==> config.mk <==
export PLATFORM = sky130hd
export DESIGN_NAME = quadrature_sweep_generator
export DESIGN_NICKNAME = d
export VERILOG_FILES = /design/src/design/qsg_pkg.sv /design/src/design/qsg_regs.sv /design/src/design/qsg_step.sv /design/src/design/quadrature_sweep_generator.sv
export SDC_FILE = /design/constraint.sdc
export NUM_CORES = 1
export LEC_CHECK = 0
export ABC_AREA = 1
export BUFFER_PORTS_ARGS = -buffer_cell sky130_fd_sc_hd__clkbuf_2
export CORE_ASPECT_RATIO = 0.6
export CORE_MARGIN = 5
export CORE_UTILIZATION = 64
export DETAILED_ROUTE_END_ITERATION = 10
export HOLD_SLACK_MARGIN = 0.06
export PLACE_DENSITY = 0.92
export SETUP_SLACK_MARGIN = 0.05
export SYNTH_ARGS = -nofsm -noshare
export SYNTH_HDL_FRONTEND = slang
export SYNTH_SLANG_ARGS = --single-unit
==> constraint.sdc <==
create_clock -name clk -period 8.8 [get_ports clk]
set_input_delay 0.44 -clock clk [delete_from_list [all_inputs] [get_ports clk]]
set_output_delay 0.44 -clock clk [all_outputs]
set_load 0.02 [all_outputs]
==> src/design/qsg_pkg.sv <==
// Shared types, register map and reset values for the quadrature sweep generator.
`default_nettype none
package qsg_pkg;

    localparam int unsigned REG_COUNT  = 7;
    localparam int unsigned ADDR_WIDTH = 5;
    localparam int unsigned POS_WIDTH  = 17;
    localparam int unsigned CFG_WIDTH  = 16;

    typedef enum logic [2:0] {
        REG_FULL_MAX    = 3'd0,
        REG_FULL_MIN    = 3'd1,
        REG_CENTER      = 3'd2,
        REG_SMALL_MAX   = 3'd3,
        REG_SMALL_MIN   = 3'd4,
        REG_BIG_CROSS   = 3'd5,
        REG_SMALL_CROSS = 3'd6
    } reg_index_t;

    typedef struct packed {
        logic signed [CFG_WIDTH-1:0] full_max_position;
        logic signed [CFG_WIDTH-1:0] full_min_position;
        logic signed [CFG_WIDTH-1:0] center_position;
        logic signed [CFG_WIDTH-1:0] small_max_offset;
        logic signed [CFG_WIDTH-1:0] small_min_offset;
        logic [CFG_WIDTH-1:0]        big_loop_crossings;
        logic [CFG_WIDTH-1:0]        small_loop_crossings;
    } cfg_t;

    typedef struct packed {
        logic signed [POS_WIDTH-1:0] position_count;
        logic                        direction_up;
        logic                        big_loop_active;
        logic [CFG_WIDTH-1:0]        crossings_left;
        logic signed [POS_WIDTH-1:0] upper_bound;
        logic signed [POS_WIDTH-1:0] lower_bound;
        logic [1:0]                  quad_phase;
    } sweep_state_t;

    localparam cfg_t CFG_RESET = '{
        full_max_position:    16'sd1000,
        full_min_position:    -16'sd1000,
        center_position:      16'sd0,
        small_max_offset:     16'sd100,
        small_min_offset:     -16'sd100,
        big_loop_crossings:   16'd2,
        small_loop_crossings: 16'd4
    };

    localparam sweep_state_t STATE_RESET = '{
        position_count:  '0,
        direction_up:    1'b1,
        big_loop_active: 1'b1,
        crossings_left:  '0,
        upper_bound:     '0,
        lower_bound:     '0,
        quad_phase:      2'd0
    };

endpackage
`default_nettype wire

==> src/design/qsg_regs.sv <==
// APB register file holding the sweep limits, center and crossing counts.
`default_nettype none
module qsg_regs (
    input  wire logic                              clk,
    input  wire logic                              rst_n,
    input  wire logic                              psel,
    input  wire logic                              penable,
    input  wire logic                              pwrite,
    input  wire logic [qsg_pkg::ADDR_WIDTH-1:0]    paddr,
    input  wire logic [31:0]                       pwdata,
    output logic      [31:0]                       prdata,
    output logic                                   pready,
    output qsg_pkg::cfg_t                          cfg
);

    qsg_pkg::cfg_t cfg_reg;
    qsg_pkg::cfg_t cfg_next;
    logic [2:0]    index;
    logic          write_en;

    assign pready   = 1'b1;
    assign index    = paddr[4:2];
    assign write_en = psel && penable && pwrite;
    assign cfg      = cfg_reg;

    always_comb
    begin
        cfg_next = cfg_reg;
        if (write_en)
        begin
            case (index)
                qsg_pkg::REG_FULL_MAX:    cfg_next.full_max_position    = pwdata[15:0];
                qsg_pkg::REG_FULL_MIN:    cfg_next.full_min_position    = pwdata[15:0];
                qsg_pkg::REG_CENTER:      cfg_next.center_position      = pwdata[15:0];
                qsg_pkg::REG_SMALL_MAX:   cfg_next.small_max_offset     = pwdata[15:0];
                qsg_pkg::REG_SMALL_MIN:   cfg_next.small_min_offset     = pwdata[15:0];
                qsg_pkg::REG_BIG_CROSS:   cfg_next.big_loop_crossings   = pwdata[15:0];
                qsg_pkg::REG_SMALL_CROSS: cfg_next.small_loop_crossings = pwdata[15:0];
                default:                  cfg_next = cfg_reg;
            endcase
        end
    end

    always_comb
    begin
        case (index)
            qsg_pkg::REG_FULL_MAX:    prdata = {16'd0, cfg_reg.full_max_position};
            qsg_pkg::REG_FULL_MIN:    prdata = {16'd0, cfg_reg.full_min_position};
            qsg_pkg::REG_CENTER:      prdata = {16'd0, cfg_reg.center_position};
            qsg_pkg::REG_SMALL_MAX:   prdata = {16'd0, cfg_reg.small_max_offset};
            qsg_pkg::REG_SMALL_MIN:   prdata = {16'd0, cfg_reg.small_min_offset};
            qsg_pkg::REG_BIG_CROSS:   prdata = {16'd0, cfg_reg.big_loop_crossings};
            qsg_pkg::REG_SMALL_CROSS: prdata = {16'd0, cfg_reg.small_loop_crossings};
            default:                  prdata = 32'd0;
        endcase
    end

    always_ff @(posedge clk or negedge rst_n)
    begin
        if (!rst_n)
        begin
            cfg_reg <= qsg_pkg::CFG_RESET;
        end
        else
        begin
            cfg_reg <= cfg_next;
        end
    end

endmodule
`default_nettype wire

==> src/design/qsg_step.sv <==
// Next-state logic for one tick: restart, crossing count, bound reload and step.
`default_nettype none
module qsg_step (
    input  wire logic                  restart,
    input  wire qsg_pkg::cfg_t         cfg,
    input  wire qsg_pkg::sweep_state_t cur,
    output qsg_pkg::sweep_state_t      nxt
);

    qsg_pkg::sweep_state_t        pre;
    qsg_pkg::sweep_state_t        loaded;
    logic signed [qsg_pkg::POS_WIDTH-1:0] center_ext;
    logic signed [qsg_pkg::POS_WIDTH-1:0] full_max_ext;
    logic signed [qsg_pkg::POS_WIDTH-1:0] full_min_ext;
    logic signed [qsg_pkg::POS_WIDTH-1:0] small_max;
    logic signed [qsg_pkg::POS_WIDTH-1:0] small_min;

    assign center_ext   = qsg_pkg::POS_WIDTH'(cfg.center_position);
    assign full_max_ext = qsg_pkg::POS_WIDTH'(cfg.full_max_position);
    assign full_min_ext = qsg_pkg::POS_WIDTH'(cfg.full_min_position);
    assign small_max    = center_ext + qsg_pkg::POS_WIDTH'(cfg.small_max_offset);
    assign small_min    = center_ext + qsg_pkg::POS_WIDTH'(cfg.small_min_offset);

    // restart: home the shaft and select the big sweep, keep the direction
    always_comb
    begin
        pre = cur;
        if (restart)
        begin
            pre.position_count  = '0;
            pre.big_loop_active = 1'b1;
            pre.upper_bound     = full_max_ext;
            pre.lower_bound     = full_min_ext;
            pre.crossings_left  = cfg.big_loop_crossings;
        end
    end

    // center visit: count down, or toggle the sweep once the count is spent
    always_comb
    begin
        loaded = pre;
        if (pre.position_count == center_ext)
        begin
            if (pre.crossings_left == '0)
            begin
                if (pre.big_loop_active)
                begin
                    loaded.big_loop_active = 1'b0;
                    loaded.upper_bound     = small_max;
                    loaded.lower_bound     = small_min;
                    loaded.crossings_left  = cfg.small_loop_crossings;
                end
                else
                begin
                    loaded.big_loop_active = 1'b1;
                    loaded.upper_bound     = full_max_ext;
                    loaded.lower_bound     = full_min_ext;
                    loaded.crossings_left  = cfg.big_loop_crossings;
                end
            end
            else
            begin
                loaded.crossings_left = pre.crossings_left - 16'd1;
            end
        end
    end

    // step toward the active bound; reverse in place when it is reached
    always_comb
    begin
        nxt = loaded;
        if (loaded.direction_up)
        begin
            if (loaded.position_count < loaded.upper_bound)
            begin
                nxt.position_count = loaded.position_count + 17'sd1;
                nxt.quad_phase     = loaded.quad_phase + 2'd1;
            end
            else
            begin
                nxt.direction_up = 1'b0;
            end
        end
        else
        begin
            if (loaded.position_count > loaded.lower_bound)
            begin
                nxt.position_count = loaded.position_count - 17'sd1;
                nxt.quad_phase     = loaded.quad_phase - 2'd1;
            end
            else
            begin
                nxt.direction_up = 1'b1;
            end
        end
    end

endmodule
`default_nettype wire

==> src/design/quadrature_sweep_generator.sv <==
// Top level of the quadrature sweep generator: state, result register and ports.
//
// Each accepted input transaction is one timer tick and yields exactly one result
// transaction. A tick is accepted in every cycle while the result register is empty or
// its result is being taken in the same cycle, so while out_ready holds high the sustained
// rate is one tick per clock; the result appears in the cycle after acceptance, held in
// the single result register behind the tick logic. Send restart=1 on the first tick to
// load the full limits and crossing count. Configuration writes over APB take effect at the
// next bound or count load; the center check reads the center register directly.
`default_nettype none
module quadrature_sweep_generator (
    input  wire logic                                clk,
    input  wire logic                                rst_n,
    input  wire logic                                psel,
    input  wire logic                                penable,
    input  wire logic                                pwrite,
    input  wire logic [qsg_pkg::ADDR_WIDTH-1:0]      paddr,
    input  wire logic [31:0]                         pwdata,
    output logic      [31:0]                         prdata,
    output logic                                     pready,
    input  wire logic                                in_valid,
    output logic                                     in_ready,
    input  wire logic                                restart,
    output logic                                     out_valid,
    input  wire logic                                out_ready,
    output logic                                     phase_a,
    output logic                                     phase_b,
    output logic signed [qsg_pkg::POS_WIDTH-1:0]     position,
    output logic                                     moving_up,
    output logic                                     in_big_loop
);

    qsg_pkg::cfg_t         cfg;
    qsg_pkg::sweep_state_t state_reg;
    qsg_pkg::sweep_state_t state_next;
    logic                  out_valid_reg;
    logic                  out_valid_next;
    logic                  accept;

    qsg_regs u_regs (
        .clk     (clk),
        .rst_n   (rst_n),
        .psel    (psel),
        .penable (penable),
        .pwrite  (pwrite),
        .paddr   (paddr),
        .pwdata  (pwdata),
        .prdata  (prdata),
        .pready  (pready),
        .cfg     (cfg)
    );

    qsg_step u_step (
        .restart (restart),
        .cfg     (cfg),
        .cur     (state_reg),
        .nxt     (state_next)
    );

    assign in_ready = !out_valid_reg || out_ready;
    assign accept   = in_valid && in_ready;

    always_comb
    begin
        out_valid_next = out_valid_reg;
        if (accept)
        begin
            out_valid_next = 1'b1;
        end
        else if (out_ready)
        begin
            out_valid_next = 1'b0;
        end
    end

    // the state doubles as the result register: it holds until the next tick
    always_ff @(posedge clk or negedge rst_n)
    begin
        if (!rst_n)
        begin
            state_reg     <= qsg_pkg::STATE_RESET;
            out_valid_reg <= 1'b0;
        end
        else
        begin
            out_valid_reg <= out_valid_next;
            if (accept)
            begin
                state_reg <= state_next;
            end
        end
    end

    assign out_valid   = out_valid_reg;
    assign phase_a     = state_reg.quad_phase[0] ^ state_reg.quad_phase[1];
    assign phase_b     = state_reg.quad_phase[1];
    assign position    = state_reg.position_count;
    assign moving_up   = state_reg.direction_up;
    assign in_big_loop = state_reg.big_loop_active;

endmodule
`default_nettype wire
==> summary.txt <==
Placed design
  • Area post-placement: 0.0139 mm^2
  • GPL Wtd Cong: 1.02
  • Pre-CTS setup slack: 2.60 ns
  • I/O Buffers: 65
  • Post-DP HPWL: 33000 um

Floorplanning
  • Die Height: 123 um
  • Die ar.: 0.0245 mm^2
  • Initial Util: 0.651
  • Die X-Extent: 199 um
  • Site Rows: 41
  • Core ar.: 0.0210 mm^2
  • Num ports: 101

Yosys
  • Mapped Cells: 1983
  • Post-synth cell types: 56
  • Synth Area per Inst: 6.90 um^2
  • Share of the yosys chip area belonging to registers: 0.339
  • Synthesized flop and latch total: 184
  • Top FF cell, synth: dfrtp_1
  • Mapped cell area: 0.0137 mm^2
  • Post-synth EDFFs: 0
  • Fraction of registers with async set/reset: 1.00
  • Ys Warns: 0

Power and ir drop
  • Power Total: 3.78 mW
  • Leak: 7.17 nW
  • Peak supply drop: 0.000168 V
  • Power Dens Cells: 261 mW/mm^2

CTS
  • Root Driver: clkbuf_16
  • Sinks on Clock Net: 184
  • Htree depth: 4
  • Worst-path clk slew: 0.07 ns
  • Hold_buf cts: 0
  • Worst-skew pair later-pin latency: 0.46 ns
  • Post-CTS Setup Bufs: 0
  • Cts repair resizes: 0
  • Longest Clk Path Bufs: 2
  • TritonCTS clock tree: yes
  • CTS buffer count: 17

Route
  • Detailed-route via count: 14400
  • Post-Route WL: 46400 um
  • Post-route ant nets: 0
  • Drt drc: 0
  • 1st-pass router iterations: 7
  • First DRT Iteration DRCs: 2223
  • Vias/cell: 6.36
  • Routed WL per cell: 20.4 um

Worst setup path
  • CP startpoint: restart
  • Worst Path Buf+Inv: 6
  • CP Launch Type: input pin
  • CP Depth: 30
  • Peak fanout along the critical path: 43
  • Top delay family on crit path: simple AND/OR/NAND/NOR gates
  • Worst setup path category: in2reg
  • Reg2reg path depth: 29
  • CP Capture Type: flip-flop
  • Worst path most repeated cell: nand2_1
  • Critical Path RT: 9.15 ns
  • Worst path slowest cell: buf_4
  • Arr. time, crit path: 6.54 ns
  • Reg2reg start: u_regs.cfg[65]
  • Largest stage delay, worst path: 0.61 ns

STA
  • Relative slew slack: 0.128
  • Fin Setup TNS: 0 ns
  • Final hold violation count: 0
  • RSZ-0062 raised after global routing: false
  • Final period util: 0.703
  • Minimum clock period: 6.19 ns
  • Final setup fails: 0
  • Max-slew violation count: 0
  • Slew at the pin with the worst max-slew slack: 1.31 ns
  • Post-route setup slack: 2.61 ns
  • Clk_skew: 0.0106 ns
  • Final hold slack: 0.0428 ns
  • Max Fclk: 162 MHz

Flow run
  • Max cap viols: 0

Global routing
  • Total grt overflow: 0
  • GRT Total Usage: 0.381
  • Vias in the first global route: 13400
  • Global-route wire length before repair: 72400 um
  • Initial antenna violation count: 2
  • Largest net degree at the start of global routing: 106

Finish
  • Fin nets: 2095
  • Final Cell Area: 0.0145 mm^2
  • Layout cell share with drive strength beyond 1: 0.102
  • Most frequent cells in the layout: nand2_1 (545), o21ai_0 (221), inv_1 (217)
  • Layout overhead on the synthesized area: 6.00%
  • Most frequent standard cell in the layout excluding fill and tap cells: nand2_1
  • Fillers: 1730
  • Number of flip-flops in the largest register: 112

Outcome
  • Status: finished clean

Min path
  • Hold crit path type: in2async
## synth_stat cells (all sizes together) (2+ instances only)
cell type / instances / area, um^2
nand2: 569 / 2230
dfrtp: 151 / 3780
xnor2: 5 / 43.8
nor4: 3 / 18.8
nor2: 146 / 578
a221oi: 12 / 105
o211ai: 23 / 173
dfstp: 33 / 867
or2: 9 / 56.3
nor3: 23 / 120
nand4: 10 / 62.6
a32o: 2 / 20.0
xor2: 28 / 245
o21ai: 228 / 1150
clkbuf: 57 / 214
a21oi: 130 / 651
buf: 58 / 415
o21a: 3 / 22.5
ha: 68 / 851
nand3: 111 / 588
nand3b: 6 / 48.8
clkinv: 3 / 11.3
a22oi: 5 / 37.5
inv: 223 / 845
fa: 2 / 40.0
o22ai: 30 / 188
conb: 2 / 7.51
o41ai: 2 / 17.5
a31oi: 13 / 81.3
o31ai: 5 / 37.5
o21bai: 4 / 30.0
o2111ai: 5 / 43.8
a211oi: 7 / 52.6
## power by group
| part | internal, mW | total [mW] | switching, mW |
|---|---|---|---|
| Sequential | 1.07 | 1.29 | 0.215 |
| Clock | 0.433 | 0.804 | 0.372 |
| Combinational | 0.543 | 1.69 | 1.15 |
## cell type report
class                           instances  area (um^2)  share of cell area
Antenna cell                            1         2.50            0.000172
Clock buffer                           20          457              0.0315
Inverter                              226          856              0.0590
Clock inverter                         11          124             0.00854
Tap cell                              279          349              0.0241
Multi-Input combinational cell       1473         7640               0.527
Sequential cell                       184         4650               0.320
Timing Repair Buffer                   78          432              0.0298
## cells by family after synthesis
kind of cell	count (synthesis)	synth area share
DFF	184	0.339
AOI/OAI and AO/OA	474	0.194
buffers and inverters	341	0.109
xor gates and xnor gates	33	0.0211
other	2	0.000549
and+or+nand+nor	879	0.271
adders and majority gates	70	0.0651
## final timing paths
kind,endpoint,slack (ns)
max in group asynchronous,state_reg[3],7.16
min reg2reg,state_reg[18],0.48
min,state_reg[37],0.04
max,position[7],2.61
max reg2reg,position[3],2.93
min in group clk,u_regs.cfg[2],0.25
## per-layer routing
| metal | share of wire | global-route usage |
|---|---|---|
| met4 | 0.039 | 0.142 |
| met3 | 0.16 | 0.123 |
| met5 | 0.00019 | 0 |
| met1 | 0.40 | 0.549 |
| met2 | 0.40 | 0.537 |
## stage by stage
| step | cells | utilization |
|---|---|---|
| CTS | 2271 | 0.690 |
| detailed placement | 2240 | 0.662 |
| global route | 2271 | 0.690 |
| finish | 2272 | 0.690 |
| floorplan | 1998 | - |
| global placement | 2240 | 0.662 |
(Power assumes the default switching activity.)
